**src/rtl/edt_pkg.sv**
```systemverilog
// Shared types, constants and the day-division step function for the datetime converter.
package edt_pkg;

    // 86,400,000 ms per day = 84375 * 2^10; the low 10 bits bypass the divider
    localparam logic [17:0] DAY_DIVISOR   = 18'd84375;
    localparam int          DAY_STEPS_MAX = 6;

    // Divider state: partial remainder, dividend bits still to shift in with
    // quotient bits entering at the bottom, and the untouched low ms bits.
    typedef struct packed {
        logic [16:0] rem;
        logic [21:0] nq;
        logic [9:0]  lo;
    } day_div_t;

    // Run n restoring steps of the day division (n <= DAY_STEPS_MAX).
    function automatic day_div_t day_steps(day_div_t s, int n);
        day_div_t    r;
        logic [17:0] part;
        logic        ge;
        r = s;
        for (int i = 0; i < DAY_STEPS_MAX; i++) begin
            if (i < n) begin
                part = {r.rem, r.nq[21]};
                ge   = (part >= DAY_DIVISOR);
                if (ge) begin
                    part = part - DAY_DIVISOR;
                end
                r.nq  = {r.nq[20:0], ge};
                r.rem = part[16:0];
            end
        end
        return r;
    endfunction

endpackage

```
**src/rtl/edt_day_div.sv**
```systemverilog
// Four-stage pipelined division of the millisecond count into day number and ms of day.
module edt_day_div
    import edt_pkg::*;
(
    input  logic        clk,
    input  logic [3:0]  ld,
    input  logic [48:0] t,
    output logic [21:0] days,
    output logic [26:0] ms_of_day
);

    day_div_t head;
    day_div_t stg_reg [4];

    // The top 17 bits of t are always below the divisor, so they seed the remainder.
    assign head = day_div_t'(t);

    always_ff @(posedge clk)
    begin
        if (ld[0])
        begin
            stg_reg[0] <= day_steps(head, 6);
        end
        if (ld[1])
        begin
            stg_reg[1] <= day_steps(stg_reg[0], 6);
        end
        if (ld[2])
        begin
            stg_reg[2] <= day_steps(stg_reg[1], 5);
        end
        if (ld[3])
        begin
            stg_reg[3] <= day_steps(stg_reg[2], 5);
        end
    end

    assign days      = stg_reg[3].nq;
    assign ms_of_day = {stg_reg[3].rem, stg_reg[3].lo};

endmodule

```
**src/rtl/epoch_ms_to_civil_datetime.sv**
```systemverilog
// Throughput: one beat per cycle while the output is not stalled; stages advance
// independently, so bubbles close up and a stalled output holds while earlier
// stages keep filling.
// Depth is set by the 22-step day division (four stages) and the era/year/month chain.
// Reset clears all stage valid bits and sets the hour offset to 0.
module epoch_ms_to_civil_datetime
    import edt_pkg::*;
(
    input  logic        clk,
    input  logic        rst_n,
    input  logic        cfg_wr_en,
    input  logic [4:0]  cfg_wr_data,
    input  logic        in_valid,
    output logic        in_stall,
    input  logic [47:0] epoch_ms,
    output logic        out_valid,
    input  logic        out_stall,
    output logic [13:0] year,
    output logic [3:0]  month,
    output logic [4:0]  day,
    output logic [4:0]  hour,
    output logic [5:0]  minute,
    output logic [5:0]  second,
    output logic [9:0]  millisecond
);

    localparam int NSTG = 12;

    localparam logic [26:0] MS_PER_HOUR    = 27'd3600000;
    localparam logic [21:0] MS_PER_MIN     = 22'd60000;
    localparam logic [15:0] MS_PER_SEC     = 16'd1000;
    localparam logic [21:0] MARCH_SHIFT    = 22'd719468;
    localparam logic [21:0] ERA_DAYS       = 22'd146097;
    localparam logic [17:0] FOUR_YEAR_DAYS = 18'd1460;
    localparam logic [17:0] CENTURY_DAYS   = 18'd36524;
    localparam logic [17:0] ERA_LAST_DAY   = 18'd146096;
    localparam logic [17:0] YEAR_DAYS      = 18'd365;
    localparam logic [12:0] YEAR_DAYS_13   = 13'd365;
    localparam logic [8:0]  CENTURY_YEARS  = 9'd100;
    localparam logic [13:0] ERA_YEARS      = 14'd400;
    localparam logic [10:0] MONTH_SPAN     = 11'd153;

    typedef struct packed {
        logic [4:0] hour;
        logic [5:0] minute;
        logic [5:0] second;
        logic [9:0] ms;
    } tod_t;

    // Days from March 1 to the start of each March-based month: (153*mp+2)/5
    function automatic logic [8:0] month_start(logic [3:0] mp);
        logic [8:0] v;
        case (mp)
            4'd0:    v = 9'd0;
            4'd1:    v = 9'd31;
            4'd2:    v = 9'd61;
            4'd3:    v = 9'd92;
            4'd4:    v = 9'd122;
            4'd5:    v = 9'd153;
            4'd6:    v = 9'd184;
            4'd7:    v = 9'd214;
            4'd8:    v = 9'd245;
            4'd9:    v = 9'd275;
            4'd10:   v = 9'd306;
            4'd11:   v = 9'd337;
            default: v = 9'd0;
        endcase
        return v;
    endfunction

    // Handshake and valid tracking
    logic [NSTG:1] valid_reg;
    logic [NSTG:1] valid_next;
    logic [NSTG:1] vin;
    logic [NSTG:1] rdy;
    logic [4:0]    tz_reg;

    // Stage 1
    logic [26:0] tz_ms;
    logic [48:0] t_next;
    logic [48:0] t_reg;

    // Stages 2-5
    logic [21:0] days;
    logic [26:0] ms_of_day;

    // Stage 6
    logic [21:0] z;
    logic [4:0]  era_next;
    logic [26:0] hr_r;
    logic [4:0]  hour_next;
    logic        ge6;
    logic [4:0]  era6_reg;
    logic [17:0] doe6_reg;
    logic [4:0]  hour6_reg;
    logic [21:0] remh6_reg;

    // Stage 7
    logic [17:0] c1_r;
    logic [6:0]  c1;
    logic [17:0] c2_r;
    logic [2:0]  c2;
    logic        c3;
    logic [17:0] numer_next;
    logic [21:0] mi_r;
    logic [5:0]  minute_next;
    logic        ge7;
    logic [4:0]  era7_reg;
    logic [17:0] doe7_reg;
    logic [17:0] numer7_reg;
    logic [4:0]  hour7_reg;
    logic [5:0]  minute7_reg;
    logic [15:0] remm7_reg;

    // Stage 8
    logic [17:0] yh_r;
    logic [4:0]  yhi_next;
    logic [15:0] se_r;
    logic [5:0]  second_next;
    logic        ge8;
    logic [4:0]  era8_reg;
    logic [17:0] doe8_reg;
    logic [4:0]  yhi8_reg;
    logic [12:0] yrem8_reg;
    tod_t        tod8_reg;

    // Stage 9
    logic [12:0] yl_r;
    logic [3:0]  ylo_next;
    logic        ge9;
    logic [4:0]  era9_reg;
    logic [17:0] doe9_reg;
    logic [8:0]  yoe9_reg;
    tod_t        tod9_reg;

    // Stage 10
    logic [8:0]  cy_r;
    logic [1:0]  c100;
    logic [17:0] doy_full;
    logic [13:0] ybase_next;
    logic        ge10;
    logic [8:0]  doy10_reg;
    logic [13:0] ybase10_reg;
    tod_t        tod10_reg;

    // Stage 11
    logic [10:0] mp_r;
    logic [3:0]  mp_next;
    logic        ge11;
    logic [3:0]  mp11_reg;
    logic [8:0]  doy11_reg;
    logic [13:0] ybase11_reg;
    tod_t        tod11_reg;

    // Stage 12 (output)
    logic [8:0]  dd;
    logic [3:0]  mon_next;
    logic [13:0] year_next;
    logic [13:0] year_reg;
    logic [3:0]  month_reg;
    logic [4:0]  day_reg;
    tod_t        tod12_reg;

    // A stage takes a new beat when it is empty or the stage after it moves.
    assign vin = {valid_reg[NSTG-1:1], in_valid};

    always_comb
    begin
        rdy[NSTG] = !valid_reg[NSTG] || !out_stall;
        for (int k = NSTG - 1; k >= 1; k--)
        begin
            rdy[k] = !valid_reg[k] || rdy[k+1];
        end
        valid_next = (rdy & vin) | (~rdy & valid_reg);
    end

    assign in_stall  = !rdy[1];
    assign out_valid = valid_reg[NSTG];

    always_ff @(posedge clk or negedge rst_n)
    begin
        if (!rst_n)
        begin
            valid_reg <= '0;
            tz_reg    <= '0;
        end
        else
        begin
            valid_reg <= valid_next;
            if (cfg_wr_en)
            begin
                tz_reg <= cfg_wr_data;
            end
        end
    end

    // Stage 1: apply the hour offset
    assign tz_ms  = tz_reg * MS_PER_HOUR;
    assign t_next = {1'b0, epoch_ms} + {22'd0, tz_ms};

    // Stages 2-5: day number and ms of day
    edt_day_div u_day_div (
        .clk       (clk),
        .ld        (rdy[5:2]),
        .t         (t_reg),
        .days      (days),
        .ms_of_day (ms_of_day)
    );

    // Stage 6: 400-year era and hour of day
    always_comb
    begin
        z        = days + MARCH_SHIFT;
        era_next = '0;
        for (int k = 4; k >= 0; k--)
        begin
            ge6 = (z >= (ERA_DAYS << k));
            if (ge6)
            begin
                z = z - (ERA_DAYS << k);
            end
            era_next = {era_next[3:0], ge6};
        end
        hr_r      = ms_of_day;
        hour_next = '0;
        for (int k = 4; k >= 0; k--)
        begin
            ge6 = (hr_r >= (MS_PER_HOUR << k));
            if (ge6)
            begin
                hr_r = hr_r - (MS_PER_HOUR << k);
            end
            hour_next = {hour_next[3:0], ge6};
        end
    end

    // Stage 7: leap corrections within the era, minute
    always_comb
    begin
        c1_r = doe6_reg;
        c1   = '0;
        for (int k = 6; k >= 0; k--)
        begin
            ge7 = (c1_r >= (FOUR_YEAR_DAYS << k));
            if (ge7)
            begin
                c1_r = c1_r - (FOUR_YEAR_DAYS << k);
            end
            c1 = {c1[5:0], ge7};
        end
        c2_r = doe6_reg;
        c2   = '0;
        for (int k = 2; k >= 0; k--)
        begin
            ge7 = (c2_r >= (CENTURY_DAYS << k));
            if (ge7)
            begin
                c2_r = c2_r - (CENTURY_DAYS << k);
            end
            c2 = {c2[1:0], ge7};
        end
        c3         = (doe6_reg == ERA_LAST_DAY);
        numer_next = doe6_reg - {11'd0, c1} + {15'd0, c2} - {17'd0, c3};
        mi_r        = remh6_reg;
        minute_next = '0;
        for (int k = 5; k >= 0; k--)
        begin
            ge7 = (mi_r >= (MS_PER_MIN << k));
            if (ge7)
            begin
                mi_r = mi_r - (MS_PER_MIN << k);
            end
            minute_next = {minute_next[4:0], ge7};
        end
    end

    // Stage 8: upper year-of-era bits, second and millisecond
    always_comb
    begin
        yh_r     = numer7_reg;
        yhi_next = '0;
        for (int k = 8; k >= 4; k--)
        begin
            ge8 = (yh_r >= (YEAR_DAYS << k));
            if (ge8)
            begin
                yh_r = yh_r - (YEAR_DAYS << k);
            end
            yhi_next = {yhi_next[3:0], ge8};
        end
        se_r        = remm7_reg;
        second_next = '0;
        for (int k = 5; k >= 0; k--)
        begin
            ge8 = (se_r >= (MS_PER_SEC << k));
            if (ge8)
            begin
                se_r = se_r - (MS_PER_SEC << k);
            end
            second_next = {second_next[4:0], ge8};
        end
    end

    // Stage 9: lower year-of-era bits
    always_comb
    begin
        yl_r     = yrem8_reg;
        ylo_next = '0;
        for (int k = 3; k >= 0; k--)
        begin
            ge9 = (yl_r >= (YEAR_DAYS_13 << k));
            if (ge9)
            begin
                yl_r = yl_r - (YEAR_DAYS_13 << k);
            end
            ylo_next = {ylo_next[2:0], ge9};
        end
    end

    // Stage 10: day of the March-based year, base year
    always_comb
    begin
        cy_r = yoe9_reg;
        c100 = '0;
        for (int k = 1; k >= 0; k--)
        begin
            ge10 = (cy_r >= (CENTURY_YEARS << k));
            if (ge10)
            begin
                cy_r = cy_r - (CENTURY_YEARS << k);
            end
            c100 = {c100[0], ge10};
        end
        doy_full   = doe9_reg - ({9'd0, yoe9_reg} * YEAR_DAYS)
                   - {11'd0, yoe9_reg[8:2]} + {16'd0, c100};
        ybase_next = ({9'd0, era9_reg} * ERA_YEARS) + {5'd0, yoe9_reg};
    end

    // Stage 11: March-based month
    always_comb
    begin
        mp_r    = ({2'd0, doy10_reg} * 11'd5) + 11'd2;
        mp_next = '0;
        for (int k = 3; k >= 0; k--)
        begin
            ge11 = (mp_r >= (MONTH_SPAN << k));
            if (ge11)
            begin
                mp_r = mp_r - (MONTH_SPAN << k);
            end
            mp_next = {mp_next[2:0], ge11};
        end
    end

    // Stage 12: day of month, January-based month, year
    always_comb
    begin
        dd        = doy11_reg - month_start(mp11_reg) + 9'd1;
        mon_next  = (mp11_reg < 4'd10) ? mp11_reg + 4'd3 : mp11_reg - 4'd9;
        year_next = ybase11_reg + {13'd0, (mon_next <= 4'd2)};
    end

    always_ff @(posedge clk)
    begin
        if (rdy[1])
        begin
            t_reg <= t_next;
        end
        if (rdy[6])
        begin
            era6_reg  <= era_next;
            doe6_reg  <= z[17:0];
            hour6_reg <= hour_next;
            remh6_reg <= hr_r[21:0];
        end
        if (rdy[7])
        begin
            era7_reg    <= era6_reg;
            doe7_reg    <= doe6_reg;
            numer7_reg  <= numer_next;
            hour7_reg   <= hour6_reg;
            minute7_reg <= minute_next;
            remm7_reg   <= mi_r[15:0];
        end
        if (rdy[8])
        begin
            era8_reg  <= era7_reg;
            doe8_reg  <= doe7_reg;
            yhi8_reg  <= yhi_next;
            yrem8_reg <= yh_r[12:0];
            tod8_reg  <= '{hour: hour7_reg, minute: minute7_reg,
                           second: second_next, ms: se_r[9:0]};
        end
        if (rdy[9])
        begin
            era9_reg <= era8_reg;
            doe9_reg <= doe8_reg;
            yoe9_reg <= {yhi8_reg, ylo_next};
            tod9_reg <= tod8_reg;
        end
        if (rdy[10])
        begin
            doy10_reg   <= doy_full[8:0];
            ybase10_reg <= ybase_next;
            tod10_reg   <= tod9_reg;
        end
        if (rdy[11])
        begin
            mp11_reg    <= mp_next;
            doy11_reg   <= doy10_reg;
            ybase11_reg <= ybase10_reg;
            tod11_reg   <= tod10_reg;
        end
        if (rdy[12])
        begin
            year_reg  <= year_next;
            month_reg <= mon_next;
            day_reg   <= dd[4:0];
            tod12_reg <= tod11_reg;
        end
    end

    assign year        = year_reg;
    assign month       = month_reg;
    assign day         = day_reg;
    assign hour        = tod12_reg.hour;
    assign minute      = tod12_reg.minute;
    assign second      = tod12_reg.second;
    assign millisecond = tod12_reg.ms;

endmodule

```
**config.mk**
```make
export PLATFORM = sky130hd
export DESIGN_NAME = epoch_ms_to_civil_datetime
export DESIGN_NICKNAME = d
export VERILOG_FILES = /design/src/rtl/edt_pkg.sv /design/src/rtl/edt_day_div.sv /design/src/rtl/epoch_ms_to_civil_datetime.sv
export SDC_FILE = /design/constraint.sdc
export NUM_CORES = 2
export LEC_CHECK = 0
export BUFFER_PORTS_ARGS = -buffer_cell sky130_fd_sc_hd__buf_4
export CAP_MARGIN = 20
export CORE_ASPECT_RATIO = 1.4
export CORE_UTILIZATION = 68
export DETAILED_ROUTE_END_ITERATION = 16
export PLACE_DENSITY = 0.86
export SYNTH_ARGS = -nofsm -noshare
export SYNTH_HDL_FRONTEND = slang
export SYNTH_SLANG_ARGS = --single-unit
```
**constraint.sdc**
```tcl
create_clock -name clk -period 29.1 [get_ports clk]
set_clock_uncertainty 0.2 [all_clocks]
set_input_delay 8.73 -clock clk [delete_from_list [all_inputs] [get_ports clk]]
set_output_delay 8.73 -clock clk [all_outputs]
set_load 0.02 [all_outputs]
```
==> impl_metrics.yaml <==
finish:
  drive_gt1_frac: 0.0778
  nets: 7624
  flip_flop_count_of_the_largest_register_after_layout: 196
  fillCellCount: 6795
  synthToLayoutAreaGrowth_pct: 6.64
timing:
  max_slew_margin: 0.242
  rsz0062_at_grt: "no"
  finalHoldViolations: 0
  worst_path_setup_slack_after_routing_ps: 8040
  maxSlewViolCount: 0
  fmax_mhz: 47.5
  setup-violations-final: 0
  setup_tns_ps: 0
  period_needed_ps: 21060
  timing.final.crit_share: 0.724
  max_slew.worst_pin.slew_ps: 1120
clock_tree:
  post_cts_buffers: 0
  cts_hold_buf: 0
  clk_transition_reported_paths_ps: 60
  clock_path_buffers: 3
  count_of_clock_tree_sinks: 635
  worst_skew_pair.late_latency_ps: 640
  number_of_levels_in_the_clock_h_tree: 3
  cts_resized: 0
  cts_made_buffers: 67
  clockRootBuffer: "sky130_fd_sc_hd__clkbuf_16"
  tritoncts: "done"
worst_setup_path:
  setup.worst_path.end_class: "output pin"
  worstPathRequired_ps: 20170
  startpoint_type: "primary input"
  r2r_cells: 53
  critical_path_class: "in -> out"
  crit_path_max_fanout: 51
  worst-endpoint-arrival_ps: 12130
placed_design:
  port_buffers: 109
  routabilityCongestion: 0.986
  place_ws_ps: 8170
  place.detailed.hpwl_um: 132000
route:
  wl_per_cell_um: 20.5
  routed_wirelength_um: 174000
  drt_pass1_iterations: 9
  via_count: 58200
  vias_per_cell: 6.83
  detail_route.drc_violations: 0
  drt_iter0_markers: 5678
  detail-route-antenna-nets: 0
synth:
  post_synth_num_cell_types: 145
  syn-cell-area_um2: 62500
  synth.ff_latch_count: 635
  ys_warn_count: 0
  post_synth_edffs: 613
  syn_nets: 7600
  synthCells: 7236
  asyncSetResetFlopFracSynth: 0.0268
  synth.yosys.seq_area_share: 0.303
  average_cell_area_after_synthesis_um2: 8.64
  synthFlopType: "sky130_fd_sc_hd__edfxtp_1"
die:
  fp-row-count: 131
  dieArea_um2: 93200
  floorplan.initialDensity: 0.686
  die_x_um: 258
  chipHeight_um: 361
  floorplan.core_area_um2: 91100
  io-pin-count: 110
global_routing:
  global_route_wire_length_before_repair_um: 279000
  globalRoute.totalOverflow: 0
  grtUsageTotal: 0.362
  number_of_antenna_violations_at_the_first_check_in_global_routing: 2
  first_global_vias: 55900
  grt_max_degree: 61
hold_path:
  timing.hold.worst_path_depth: 0
  hold_path.class: "reg -> reg"
flow_run:
  drv.max_cap_violation_count: 0
run_status:
  run_status: "finished clean"
stage by stage:
stage	util	cell area (um2)	hold slack (ps)	std cells
after floorplan	-	62500	200	7236
after detailed placement	0.705	64300	205	8382
after CTS	0.731	66600	215	8504
after global routing	0.732	66700	221	8511
after global placement	0.705	64300	200	8381
final	0.732	66700	213	8511
per-layer routing:
metal | vias up | track usage | wire [um]
li1 | 27200 | - | -
met1 | 27500 | 0.379 | 62200
met2 | 2662 | 0.673 | 90100
met3 | 805 | 0.0432 | 9740
met4 | 2 | 0.241 | 12000
met5 | - | 0 | 9
kinds of logic after synthesis:
kind of cell / share of synthesized area
mux: 0.0268
compound gates: 0.242
simple gates: 0.197
flops: 0.303
xor+xnor: 0.125
fa+ha+maj: 0.0663
buf+inv: 0.0396
worst max-delay path, cell delays in order:
cell and delay [ps]:
sky130_fd_sc_hd__buf_4 90, sky130_fd_sc_hd__and3_1 410, sky130_fd_sc_hd__and3_1 410, sky130_fd_sc_hd__nand3_4 340, sky130_fd_sc_hd__nor2_1 480, sky130_fd_sc_hd__nand3_2 110
sky130_fd_sc_hd__buf_4 330, sky130_fd_sc_hd__nor2_1 410, sky130_fd_sc_hd__nand3_2 120, sky130_fd_sc_hd__buf_4 360, sky130_fd_sc_hd__inv_1 130, sky130_fd_sc_hd__buf_4 150
synth_stat cells (all sizes together) (84+ instances only):
master | instances | area, um2
a211oi | 99 | 811
a21o | 97 | 728
a21oi | 499 | 2540
a31oi | 120 | 821
and2 | 100 | 628
buf | 88 | 542
clkbuf | 119 | 448
edfxtp | 613 | 18400
ha | 266 | 3330
inv | 389 | 1470
mux2i | 99 | 1000
nand2 | 599 | 2260
nand2b | 84 | 526
nand3 | 228 | 1160
nand4 | 87 | 544
nor2 | 586 | 2230
nor3 | 202 | 1040
o211ai | 86 | 666
o21ai | 462 | 2320
xnor2 | 643 | 5640
xor2 | 250 | 2190
cell usage in the layout, fill, tap and decap left out, types with 48 or more instances in the layout:
cell type and count:
sky130_fd_sc_hd__and2_1 98, sky130_fd_sc_hd__o22ai_1 74, sky130_fd_sc_hd__or2_2 59, sky130_fd_sc_hd__edfxtp_1 613, sky130_fd_sc_hd__a21o_1 97, sky130_fd_sc_hd__mux2_2 56
sky130_fd_sc_hd__o21ai_0 410, sky130_fd_sc_hd__a31oi_1 113, sky130_fd_sc_hd__nand4_1 87, sky130_fd_sc_hd__o21bai_1 49, sky130_fd_sc_hd__inv_1 365, sky130_fd_sc_hd__and3_1 73
sky130_fd_sc_hd__or3_1 74, sky130_fd_sc_hd__o21a_1 82, sky130_fd_sc_hd__clkbuf_16 70, sky130_fd_sc_hd__o211ai_1 82, sky130_fd_sc_hd__xnor2_1 642, sky130_fd_sc_hd__nand2_1 590
sky130_fd_sc_hd__nor2b_1 63, sky130_fd_sc_hd__a21oi_1 490, sky130_fd_sc_hd__xor2_1 250, sky130_fd_sc_hd__mux2i_1 98, sky130_fd_sc_hd__nor2_1 578, sky130_fd_sc_hd__ha_1 266
sky130_fd_sc_hd__a21boi_0 51, sky130_fd_sc_hd__buf_4 157, sky130_fd_sc_hd__nor4_1 73, sky130_fd_sc_hd__nand2b_1 84, sky130_fd_sc_hd__nor3_1 197, sky130_fd_sc_hd__a211oi_1 90
sky130_fd_sc_hd__o31ai_1 48, sky130_fd_sc_hd__nand3_1 222, sky130_fd_sc_hd__o21ai_1 49
final timing paths:
check | start | endpoint | slack, ps
max | out_stall | in_stall | 8040
min | u_day_div.stg_reg[1][13]$_DFFE_PN_ | u_day_div.stg_reg[2][18]$_DFFE_PN_ | 210
max reg2reg | doe6_reg[8]$_DFFE_PN_ | numer7_reg[16]$_DFFE_PN_ | 13520
min reg2reg | u_day_div.stg_reg[1][13]$_DFFE_PN_ | u_day_div.stg_reg[2][18]$_DFFE_PN_ | 210
max in group asynchronous | rst_n | asynchronous set/reset pin | 20530
min in group asynchronous | rst_n | tz_reg[3]$_DFFE_PN0P_ | 7840
layout make-up:
cell class / instances / area (um2) / share of cell area
Multi-Input combinational cell: 6000 / 41200 / 0.617
Timing Repair Buffer: 162 / 1280 / 0.0192
Tap cell: 1197 / 1500 / 0.0225
Antenna cell: 1 / 2.50 / 0.0000375
Clock buffer: 80 / 1830 / 0.0274
Sequential cell: 635 / 18900 / 0.284
Clock inverter: 42 / 492 / 0.00737
Inverter: 394 / 1480 / 0.0223
Power is left out: the tool's default activity adds up to more than one toggle a clock period on the data nets, which glitch-free logic cannot reach.
